==> src/shake_gesture_detector_defines.svh <==
// Assertion macros shared by the shake gesture detector sources.
`ifndef SHAKE_GESTURE_DETECTOR_DEFINES_SVH
`define SHAKE_GESTURE_DETECTOR_DEFINES_SVH

// Same-cycle implication, disabled while reset is asserted.
`define SGD_ASSERT_NOW(label, clk, rstn, ante, cons, msg) \
    label: assert property (@(posedge clk) disable iff (!(rstn)) (ante) |-> (cons)) \
        else $error(msg);

// Next-cycle implication, disabled while reset is asserted.
`define SGD_ASSERT_NEXT(label, clk, rstn, ante, cons, msg) \
    label: assert property (@(posedge clk) disable iff (!(rstn)) (ante) |=> (cons)) \
        else $error(msg);

`endif

==> src/sgd_pkg.sv <==
`default_nettype none

package sgd_pkg;

    // Configuration register indexes.
    typedef enum logic [1:0] {
        CFG_SHAKE_ENABLE = 2'd0,
        CFG_TURN_WINDOW  = 2'd1,
        CFG_MIN_TRAVEL   = 2'd2,
        CFG_TURNS_NEEDED = 2'd3
    } cfg_index_t;

    localparam int CFG_DATA_W = 32;
    localparam int MOVE_W     = 16;
    localparam int TIME_W     = 48;
    localparam int POS_W      = 24;
    localparam int TRAVEL_W   = 20;
    localparam int COUNT_W    = 4;
    localparam int WINDOW_W   = 32;
    localparam int MINTRV_W   = 16;

    localparam logic                RST_SHAKE_ENABLE = 1'b1;
    localparam logic [WINDOW_W-1:0] RST_TURN_WINDOW  = 32'd400_000_000;
    localparam logic [MINTRV_W-1:0] RST_MIN_TRAVEL   = 16'd400;
    localparam logic [COUNT_W-1:0]  RST_TURNS_NEEDED = 4'd3;

    localparam logic signed [POS_W-1:0] POS_MAX    = 24'sh7F_FFFF;
    localparam logic signed [POS_W-1:0] POS_MIN    = 24'sh80_0000;
    localparam logic [TRAVEL_W-1:0]     TRAVEL_MAX = 20'hF_FFFF;
    localparam logic [COUNT_W-1:0]      COUNT_MAX  = 4'hF;

endpackage

`default_nettype wire

==> src/shake_gesture_detector.sv <==
// Shake gesture detector.
// The input channel (s_valid/s_ready) carries one pointer movement per word:
// s_cmd selects a relative delta (0) or an absolute position (1), s_movement
// is the signed value and s_timestamp_ns the time of the movement. The result
// channel (m_valid/m_ready) returns exactly one word per input word, with
// m_shaking high when that movement completes a shake gesture.
// A word accepted at one clock edge is registered, evaluated against the
// tracked state at the next edge at which the result slot is free, and its
// result is presented from that edge on until m_ready takes it. One word
// per cycle is sustained while the receiver keeps m_ready high; evaluation
// is a single stage between the input and result registers.
// When the receiver stalls, the result word holds and the input register
// still takes one more word; after that s_ready drops until m_ready returns.
// The user writes configuration through cfg_wr_en/cfg_index/cfg_wdata only
// while the block is idle; the block itself does not enforce this.
// Synchronous active-low reset empties both stages, clears the tracked
// state and loads the default configuration.

`default_nettype none

`include "shake_gesture_detector_defines.svh"

module shake_gesture_detector (
    input  wire logic                                 aclk,
    input  wire logic                                 aresetn,
    input  wire logic                                 s_valid,
    output logic                                      s_ready,
    input  wire logic                                 s_cmd,
    input  wire logic signed [sgd_pkg::MOVE_W-1:0]    s_movement,
    input  wire logic [sgd_pkg::TIME_W-1:0]           s_timestamp_ns,
    output logic                                      m_valid,
    input  wire logic                                 m_ready,
    output logic                                      m_shaking,
    input  wire logic                                 cfg_wr_en,
    input  wire sgd_pkg::cfg_index_t                  cfg_index,
    input  wire logic [sgd_pkg::CFG_DATA_W-1:0]       cfg_wdata
);
    import sgd_pkg::*;

    // Configuration registers.
    logic                shake_enable_reg;
    logic [WINDOW_W-1:0] turn_window_reg;
    logic [MINTRV_W-1:0] min_travel_reg;
    logic [COUNT_W-1:0]  turns_needed_reg;

    // Input stage.
    logic                     in_valid_reg;
    logic                     in_cmd_reg;
    logic signed [MOVE_W-1:0] in_move_reg;
    logic [TIME_W-1:0]        in_time_reg;

    // Result stage.
    logic m_valid_reg;
    logic m_shaking_reg;

    // Tracked gesture state.
    logic signed [POS_W-1:0] pos_reg, pos_next;
    logic [TRAVEL_W-1:0]     travel_reg, travel_next;
    logic                    dir_neg_reg, dir_neg_next;
    logic [TIME_W-1:0]       last_time_reg, last_time_next;
    logic [COUNT_W-1:0]      count_reg, count_next;
    logic                    shake_next;

    // Datapath intermediates.
    logic signed [POS_W:0] move_ext;
    logic signed [POS_W:0] pos_ext;
    logic signed [POS_W:0] delta;
    logic signed [POS_W:0] pos_sum;
    logic signed [POS_W:0] delta_neg;
    logic [POS_W-1:0]      mag;
    logic [POS_W:0]        travel_sum;
    logic [TRAVEL_W-1:0]   travel_sat;
    logic                  reversal;
    logic [TIME_W-1:0]     elapsed;
    logic                  in_window;
    logic [COUNT_W-1:0]    count_inc;

    logic out_free;
    logic fire;

    // The result slot is free when empty or being drained this cycle.
    assign out_free  = !m_valid_reg || m_ready;
    assign fire      = in_valid_reg && out_free;
    assign s_ready   = !in_valid_reg || out_free;
    assign m_valid   = m_valid_reg;
    assign m_shaking = m_shaking_reg;

    always_ff @(posedge aclk) begin
        if (!aresetn) begin
            shake_enable_reg <= RST_SHAKE_ENABLE;
            turn_window_reg  <= RST_TURN_WINDOW;
            min_travel_reg   <= RST_MIN_TRAVEL;
            turns_needed_reg <= RST_TURNS_NEEDED;
        end else if (cfg_wr_en) begin
            case (cfg_index)
                CFG_SHAKE_ENABLE: shake_enable_reg <= cfg_wdata[0];
                CFG_TURN_WINDOW:  turn_window_reg  <= cfg_wdata[WINDOW_W-1:0];
                CFG_MIN_TRAVEL:   min_travel_reg   <= cfg_wdata[MINTRV_W-1:0];
                CFG_TURNS_NEEDED: turns_needed_reg <= cfg_wdata[COUNT_W-1:0];
                default: begin
                end
            endcase
        end
    end

    always_ff @(posedge aclk) begin
        if (!aresetn) begin
            in_valid_reg <= 1'b0;
        end else if (s_ready) begin
            in_valid_reg <= s_valid;
        end
    end

    always_ff @(posedge aclk) begin
        if (s_valid && s_ready) begin
            in_cmd_reg  <= s_cmd;
            in_move_reg <= s_movement;
            in_time_reg <= s_timestamp_ns;
        end
    end

    always_ff @(posedge aclk) begin
        if (!aresetn) begin
            m_valid_reg <= 1'b0;
        end else if (out_free) begin
            m_valid_reg <= in_valid_reg;
        end
    end

    always_ff @(posedge aclk) begin
        if (fire) begin
            m_shaking_reg <= shake_next;
        end
    end

    always_ff @(posedge aclk) begin
        if (!aresetn) begin
            pos_reg       <= '0;
            travel_reg    <= '0;
            dir_neg_reg   <= 1'b0;
            last_time_reg <= '0;
            count_reg     <= '0;
        end else if (fire) begin
            pos_reg       <= pos_next;
            travel_reg    <= travel_next;
            dir_neg_reg   <= dir_neg_next;
            last_time_reg <= last_time_next;
            count_reg     <= count_next;
        end
    end

    // Movement arithmetic. In absolute mode the delta is the distance from
    // the tracked position and the new position is the movement itself.
    always_comb begin
        move_ext  = {{(POS_W + 1 - MOVE_W){in_move_reg[MOVE_W-1]}}, in_move_reg};
        pos_ext   = {pos_reg[POS_W-1], pos_reg};
        delta     = in_cmd_reg ? (move_ext - pos_ext) : move_ext;
        pos_sum   = pos_ext + move_ext;
        delta_neg = -delta;
        mag       = delta[POS_W] ? delta_neg[POS_W-1:0] : delta[POS_W-1:0];

        travel_sum = {{(POS_W + 1 - TRAVEL_W){1'b0}}, travel_reg} + {1'b0, mag};
        travel_sat = (travel_sum[POS_W:TRAVEL_W] != '0) ? TRAVEL_MAX
                                                       : travel_sum[TRAVEL_W-1:0];

        // A zero delta is never a reversal.
        reversal = (delta[POS_W] && !dir_neg_reg)
                || (!delta[POS_W] && (delta != '0) && dir_neg_reg);

        // Elapsed time wraps modulo the timestamp width.
        elapsed   = in_time_reg - last_time_reg;
        in_window = elapsed < {{(TIME_W - WINDOW_W){1'b0}}, turn_window_reg};
        count_inc = (count_reg == COUNT_MAX) ? COUNT_MAX : count_reg + 1'b1;
    end

    // Next-state logic for one movement word.
    always_comb begin
        pos_next       = pos_reg;
        travel_next    = travel_reg;
        dir_neg_next   = dir_neg_reg;
        last_time_next = last_time_reg;
        count_next     = count_reg;
        shake_next     = 1'b0;

        if (shake_enable_reg) begin
            if (in_cmd_reg) begin
                pos_next = move_ext[POS_W-1:0];
            end else if (pos_sum[POS_W] != pos_sum[POS_W-1]) begin
                pos_next = pos_sum[POS_W] ? POS_MIN : POS_MAX;
            end else begin
                pos_next = pos_sum[POS_W-1:0];
            end

            travel_next = travel_sat;

            if (reversal) begin
                dir_neg_next   = !dir_neg_reg;
                last_time_next = in_time_reg;
                if (in_window) begin
                    if (travel_sat > {{(TRAVEL_W - MINTRV_W){1'b0}}, min_travel_reg}) begin
                        travel_next = '0;
                        count_next  = count_inc;
                        // A completed shake keeps the previous reversal time.
                        if (count_inc > turns_needed_reg) begin
                            count_next     = '0;
                            shake_next     = 1'b1;
                            last_time_next = last_time_reg;
                        end
                    end
                end else begin
                    count_next  = '0;
                    travel_next = '0;
                end
            end
        end
    end

    // A disabled detector leaves the tracked state untouched.
    `SGD_ASSERT_NEXT(a_disabled_holds, aclk, aresetn, fire && !shake_enable_reg,
        $stable(pos_reg) && $stable(travel_reg) && $stable(count_reg),
        "state changed while detection was disabled")

    // Reporting a shake restarts the turn count.
    `SGD_ASSERT_NEXT(a_shake_clears_count, aclk, aresetn, fire && shake_next,
        count_reg == '0 && m_valid_reg && m_shaking_reg,
        "shake reported without clearing the turn count")

    // Every evaluated word produces a result word.
    `SGD_ASSERT_NEXT(a_fire_gives_result, aclk, aresetn, fire, m_valid_reg,
        "evaluated word produced no result")

    // The input stage never stalls while the result slot can take a word.
    `SGD_ASSERT_NOW(a_ready_when_free, aclk, aresetn, out_free, s_ready,
        "input stalled with a free result slot")

endmodule

`default_nettype wire
==> config.mk <==
export PLATFORM = sky130hd
export DESIGN_NAME = shake_gesture_detector
export DESIGN_NICKNAME = d
export VERILOG_FILES = /design/src/sgd_pkg.sv /design/src/shake_gesture_detector.sv
export VERILOG_INCLUDE_DIRS = /design/src /design/src/src
export SDC_FILE = /design/constraint.sdc
export NUM_CORES = 1
export LEC_CHECK = 0
export BUFFER_PORTS_ARGS = -buffer_cell sky130_fd_sc_hd__buf_2
export CORE_ASPECT_RATIO = 1.1
export CORE_MARGIN = 3
export CORE_UTILIZATION = 38
export CTS_BUF_LIST = sky130_fd_sc_hd__clkbuf_8
export CTS_CLUSTER_SIZE = 25
export DETAILED_ROUTE_END_ITERATION = 10
export SYNTH_ARGS = -nofsm -noshare
export SYNTH_HDL_FRONTEND = slang
export SYNTH_SLANG_ARGS = --single-unit
export TNS_END_PERCENT = 30
==> constraint.sdc <==
create_clock -name aclk -period 9.15 [get_ports aclk]
set_input_delay 1.83 -clock aclk [delete_from_list [all_inputs] [get_ports aclk]]
set_output_delay 1.83 -clock aclk [all_outputs]
set_load 0.1 [all_outputs]
==> flow_summary.rst <==
.. list-table::
   :header-rows: 1

   * - Metric
     - Value
   * - Area share of the largest cell type after synthesis
     - 0.183
   * - End of the worst register-to-register path
     - last_time_reg[26]
   * - Number of buffers inserted during clock tree synthesis
     - 40
   * - Half-perimeter wire length after detailed placement
     - 34.2 mm
   * - Cts-stage hold buffer count
     - 0
   * - Worst VDD drop
     - 123 uV
   * - Mean instance size in the synthesized netlist
     - between 8 and 9 sq um
   * - Layout cell share with drive strength beyond 1
     - 0.112
   * - Final Net Count
     - 2,393
   * - Global-route wire length before repair
     - 73.7 mm
   * - Area Overhead vs Synth
     - 12.2%
   * - Maximum capacitance violations
     - 0
   * - Slew headroom
     - 0.226
   * - Routability congestion estimate from global placement
     - 0.907
   * - 1st-iter DRT viols
     - 779
   * - Share of synthesized cell area in full adder, half adder and majority cells
     - 0.131
   * - Area taken by multi-input logic gates
     - about 11,000 sq um
   * - Storage cell area
     - around 5000 sq um
   * - Primary flip-flop cell chosen by synthesis mapping
     - sky130_fd_sc_hd__dfxtp_1
   * - CTS H-tree lvls
     - 2
   * - Final period utilization
     - 0.939
   * - Endpoint of the most critical setup path
     - last_time_reg[26]
   * - Static leakage
     - approximately 7.4 nW
   * - Post-synthesis async set-or-reset flop share
     - 0
   * - Total of endpoints with negative setup slack in the final report
     - 0
   * - Main combinational cell family by area after synthesis
     - compound AO/OA/AOI/OAI gates
   * - Setup crit start
     - in_move_reg[6]
   * - Length of the first detailed-routing pass in iterations
     - 5
   * - Number of slew-limit violations in the final report
     - 0
   * - Highest fanout seen on the critical path
     - 19
   * - Run status
     - completed
   * - Vias in the first global route
     - 14,600
   * - RSZ-0062 raised after global routing
     - yes
   * - Final hold viol count
     - 0
   * - Slowest cell on the critical path
     - sky130_fd_sc_hd__edfxtp_1
   * - Number of placement rows
     - 79
   * - Cell taking the most area after synthesis
     - sky130_fd_sc_hd__dfxtp_1
   * - Height of the die
     - 225 um
   * - Final routed wire length divided by cell count
     - around 17 um
   * - Starting density of the core
     - 0.389
   * - Remaining global-route overflow
     - 0
   * - Number of enable flip-flop cells after synthesis
     - 66
   * - Num Clock Sinks
     - 218
   * - Proportion of synthesized chip area in sequential cells
     - 0.302
   * - Layout Skew
     - 0.0266 ns
   * - Share of synthesized cell area in and, or, nand and nor gates
     - 0.184
   * - Post-detailed-route count of antenna-violating nets
     - 0
   * - Synth Area in Compound Gates
     - 0.233
   * - Finished Cell Area
     - 18,700 sq um
   * - Internal reg-to-reg setup slack
     - around 0.56 ns
   * - Latest clock arrival within the worst-skew pair
     - about 0.60 ns
   * - Accumulated negative setup slack
     - 0 ns
   * - Data arrival at the endpoint of the critical path
     - 9.11 ns
   * - Drc violations
     - 0
   * - Vias/cell
     - 5.45
   * - Achievable Freq
     - 116 MHz
   * - Critical path capture point type
     - register
   * - Worst-margin pin slew
     - 1.16 ns
   * - Number of cells after detailed placement
     - 2,633
   * - Data required, critical path
     - 9.67 ns
   * - Die Width
     - between 200 and 250 um
   * - Nature of the critical path startpoint
     - register
   * - Port Buffers
     - 106
   * - Power per cell area
     - roughly 160 nW/um^2
   * - Maximum buffer depth of the clock tree
     - 3
   * - Routed wire length
     - 45.7 mm
   * - Antenna violations before repair
     - 3
   * - Multiplexer share of the synthesized area
     - 0.0362
   * - Depth of the worst register-to-register path
     - 37
   * - Critical R2R Launch
     - in_move_reg[6]
   * - Total Die Area
     - approximately 46,000 sq um
   * - Kind of critical path
     - register to register
   * - Syn Inst Count
     - 2,025
   * - Number of fill cells
     - 4,373
   * - Cell types occupying the most area after synthesis
     - sky130_fd_sc_hd__dfxtp_1, sky130_fd_sc_hd__ha_1, sky130_fd_sc_hd__edfxtp_1, sky130_fd_sc_hd__nand2_1, sky130_fd_sc_hd__a21oi_1
   * - Path class of the lowest-slack min-delay path
     - register to register
   * - Core region area
     - between 40,000 and 50,000 sq um
   * - CTS tree
     - yes
   * - Pin count of the biggest net entering global routing
     - 94
   * - Number of unique standard cell types used by synthesis
     - 86
   * - Cell area after synthesis
     - ~17,000 sq um
   * - Tot GR Track Use
     - 0.193
   * - IO Count
     - 107
   * - Xor/xnor share of the synthesized area
     - 0.0542
   * - Via count
     - 14,800
   * - Number of warning messages in the yosys log
     - 0
   * - Clock slew at the register clock pins of the worst setup and hold paths
     - 0.06 ns
   * - Delay of the slowest cell on the worst path
     - 0.47 ns
   * - Instance area after placement
     - 17,700 sq um
   * - Finished Layout Cells
     - 2,716
   * - Shortest clock period the worst path allows after layout
     - 8.59 ns
   * - Worst hold margin
     - 0.455 ns
   * - Number of synthesized register bits
     - 218
   * - Number of nets produced by synthesis
     - about 2,300
   * - Clk root buf
     - sky130_fd_sc_hd__clkbuf_8
==> cells in the mapped netlist (5+ instances only) <==
| cell type | instances |
|---|---|
| sky130_fd_sc_hd__nor2b_1 | 22 |
| sky130_fd_sc_hd__o31ai_1 | 8 |
| sky130_fd_sc_hd__o21ai_0 | 108 |
| sky130_fd_sc_hd__buf_2 | 11 |
| sky130_fd_sc_hd__buf_1 | 5 |
| sky130_fd_sc_hd__a21o_1 | 38 |
| sky130_fd_sc_hd__o31a_1 | 6 |
| sky130_fd_sc_hd__a21boi_0 | 37 |
| sky130_fd_sc_hd__o41ai_1 | 9 |
| sky130_fd_sc_hd__a31oi_1 | 13 |
| sky130_fd_sc_hd__and2_1 | 16 |
| sky130_fd_sc_hd__ha_1 | 168 |
| sky130_fd_sc_hd__a31o_2 | 8 |
| sky130_fd_sc_hd__dfxtp_1 | 152 |
| sky130_fd_sc_hd__o21ai_1 | 6 |
| sky130_fd_sc_hd__mux2i_1 | 59 |
| sky130_fd_sc_hd__and4_1 | 5 |
| sky130_fd_sc_hd__nand3_1 | 35 |
| sky130_fd_sc_hd__o21a_1 | 31 |
| sky130_fd_sc_hd__o2111ai_1 | 6 |
| sky130_fd_sc_hd__nor2_1 | 117 |
| sky130_fd_sc_hd__nand4_1 | 24 |
| sky130_fd_sc_hd__o21bai_1 | 21 |
| sky130_fd_sc_hd__xor2_1 | 32 |
| sky130_fd_sc_hd__xnor2_1 | 71 |
| sky130_fd_sc_hd__nor4_1 | 14 |
| sky130_fd_sc_hd__or3_1 | 16 |
| sky130_fd_sc_hd__or2_2 | 7 |
| sky130_fd_sc_hd__nand2_1 | 296 |
| sky130_fd_sc_hd__nand3b_1 | 5 |
| sky130_fd_sc_hd__o211ai_1 | 34 |
| sky130_fd_sc_hd__a32o_1 | 16 |
| sky130_fd_sc_hd__clkbuf_1 | 67 |
| sky130_fd_sc_hd__a211oi_1 | 26 |
| sky130_fd_sc_hd__edfxtp_1 | 66 |
| sky130_fd_sc_hd__and3_1 | 11 |
| sky130_fd_sc_hd__nand2b_1 | 24 |
| sky130_fd_sc_hd__a2111oi_0 | 9 |
| sky130_fd_sc_hd__nor3_1 | 38 |
| sky130_fd_sc_hd__inv_1 | 159 |
| sky130_fd_sc_hd__a21oi_1 | 141 |
==> stage by stage <==
step / power (W) / worst slack, ns / utilization
floorplan: 0.00183 / 0.922 / -
global placement: 0.00208 / 0.105 / 0.413
detailed placement: 0.00208 / 0.0659 / 0.413
CTS: 0.00302 / 0.00961 / 0.431
global route: 0.00321 / 0.0210 / 0.436
finish: 0.00300 / 0.562 / 0.436
==> final cells by class <==
class / count / share of cell area
clock inverter: 26 / 0.00630
clock buffer: 47 / 0.0347
sequential: 218 / 0.269
tap: 567 / 0.0380
multi-input combinational: 1558 / 0.574
timing repair buffer: 140 / 0.0457
antenna: 1 / 0.000134
inverter: 159 / 0.0320
==> metal layers <==
metal | vias to the layer above | track usage | routed length [um]
li1 | 7431 | - | -
met5 | - | 0 | 41
met4 | 6 | 0.0785 | 1740
met3 | 114 | 0.0313 | 2160
met1 | 6910 | 0.237 | 19900
met2 | 354 | 0.335 | 21900
==> kinds of logic after synthesis <==
| family | Yosys count |
|---|---|
| buf+inv | 249 |
| mux | 60 |
| xor+xnor | 103 |
| fa+ha+maj | 172 |
| compound gates | 569 |
| simple gates | 654 |
| flops | 218 |
==> worst min path at each step <==
stage,cells after the start,slack (ns),end,start
6_report,2,0.45,last_time_reg[9],last_time_reg[9]
5_1_grt,2,0.47,last_time_reg[6],last_time_reg[6]
4_1_cts,2,0.46,last_time_reg[9],last_time_reg[9]
3_5_place_dp,2,0.45,last_time_reg[44],last_time_reg[44]
3_3_place_gp,2,0.44,last_time_reg[24],last_time_reg[24]
2_1_floorplan,2,0.43,travel_reg[0],travel_reg[0]
==> worst max-delay path, delay by kind of cell, from the launching register on <==
kind / cells / cell delay (ns)
simple gates: 8 / 1.25
flops: 1 / 0.47
fa+ha+maj: 3 / 1.04
mux: 2 / 0.45
compound gates: 17 / 4.09
xor+xnor: 2 / 0.37
buf+inv: 5 / 0.80
==> power breakdown <==
part | internal (W) | leakage, nW | switching [W]
sequential | 0.00105 | 1.88 | 0.0000378
clock | 0.000469 | 0.459 | 0.000436
combinational | 0.000406 | 5.09 | 0.000602
==> timing repair <==
action,in CTS,in global routing
setup buffers,0,7
resized for setup,0,21
setup endpoints to repair,0,72
==> cell usage in the layout (no fill, tap or decap), types with 21 or more instances in the layout <==
| cell | count |
|---|---|
| sky130_fd_sc_hd__o21bai_1 | 21 |
| sky130_fd_sc_hd__buf_2 | 105 |
| sky130_fd_sc_hd__xor2_1 | 32 |
| sky130_fd_sc_hd__a211oi_1 | 26 |
| sky130_fd_sc_hd__nand4_1 | 24 |
| sky130_fd_sc_hd__o211ai_1 | 34 |
| sky130_fd_sc_hd__mux2i_1 | 58 |
| sky130_fd_sc_hd__nor3_1 | 38 |
| sky130_fd_sc_hd__buf_4 | 30 |
| sky130_fd_sc_hd__xnor2_1 | 71 |
| sky130_fd_sc_hd__clkbuf_8 | 47 |
| sky130_fd_sc_hd__o21a_1 | 31 |
| sky130_fd_sc_hd__inv_1 | 177 |
| sky130_fd_sc_hd__ha_1 | 165 |
| sky130_fd_sc_hd__a21oi_1 | 141 |
| sky130_fd_sc_hd__a21o_1 | 38 |
| sky130_fd_sc_hd__a21boi_0 | 37 |
| sky130_fd_sc_hd__o21ai_0 | 107 |
| sky130_fd_sc_hd__edfxtp_1 | 66 |
| sky130_fd_sc_hd__nand3_1 | 35 |
| sky130_fd_sc_hd__dfxtp_1 | 152 |
| sky130_fd_sc_hd__nand2b_1 | 24 |
| sky130_fd_sc_hd__nor2_1 | 116 |
| sky130_fd_sc_hd__nand2_1 | 296 |
Note: power is estimated with default switching activity, not from simulation.
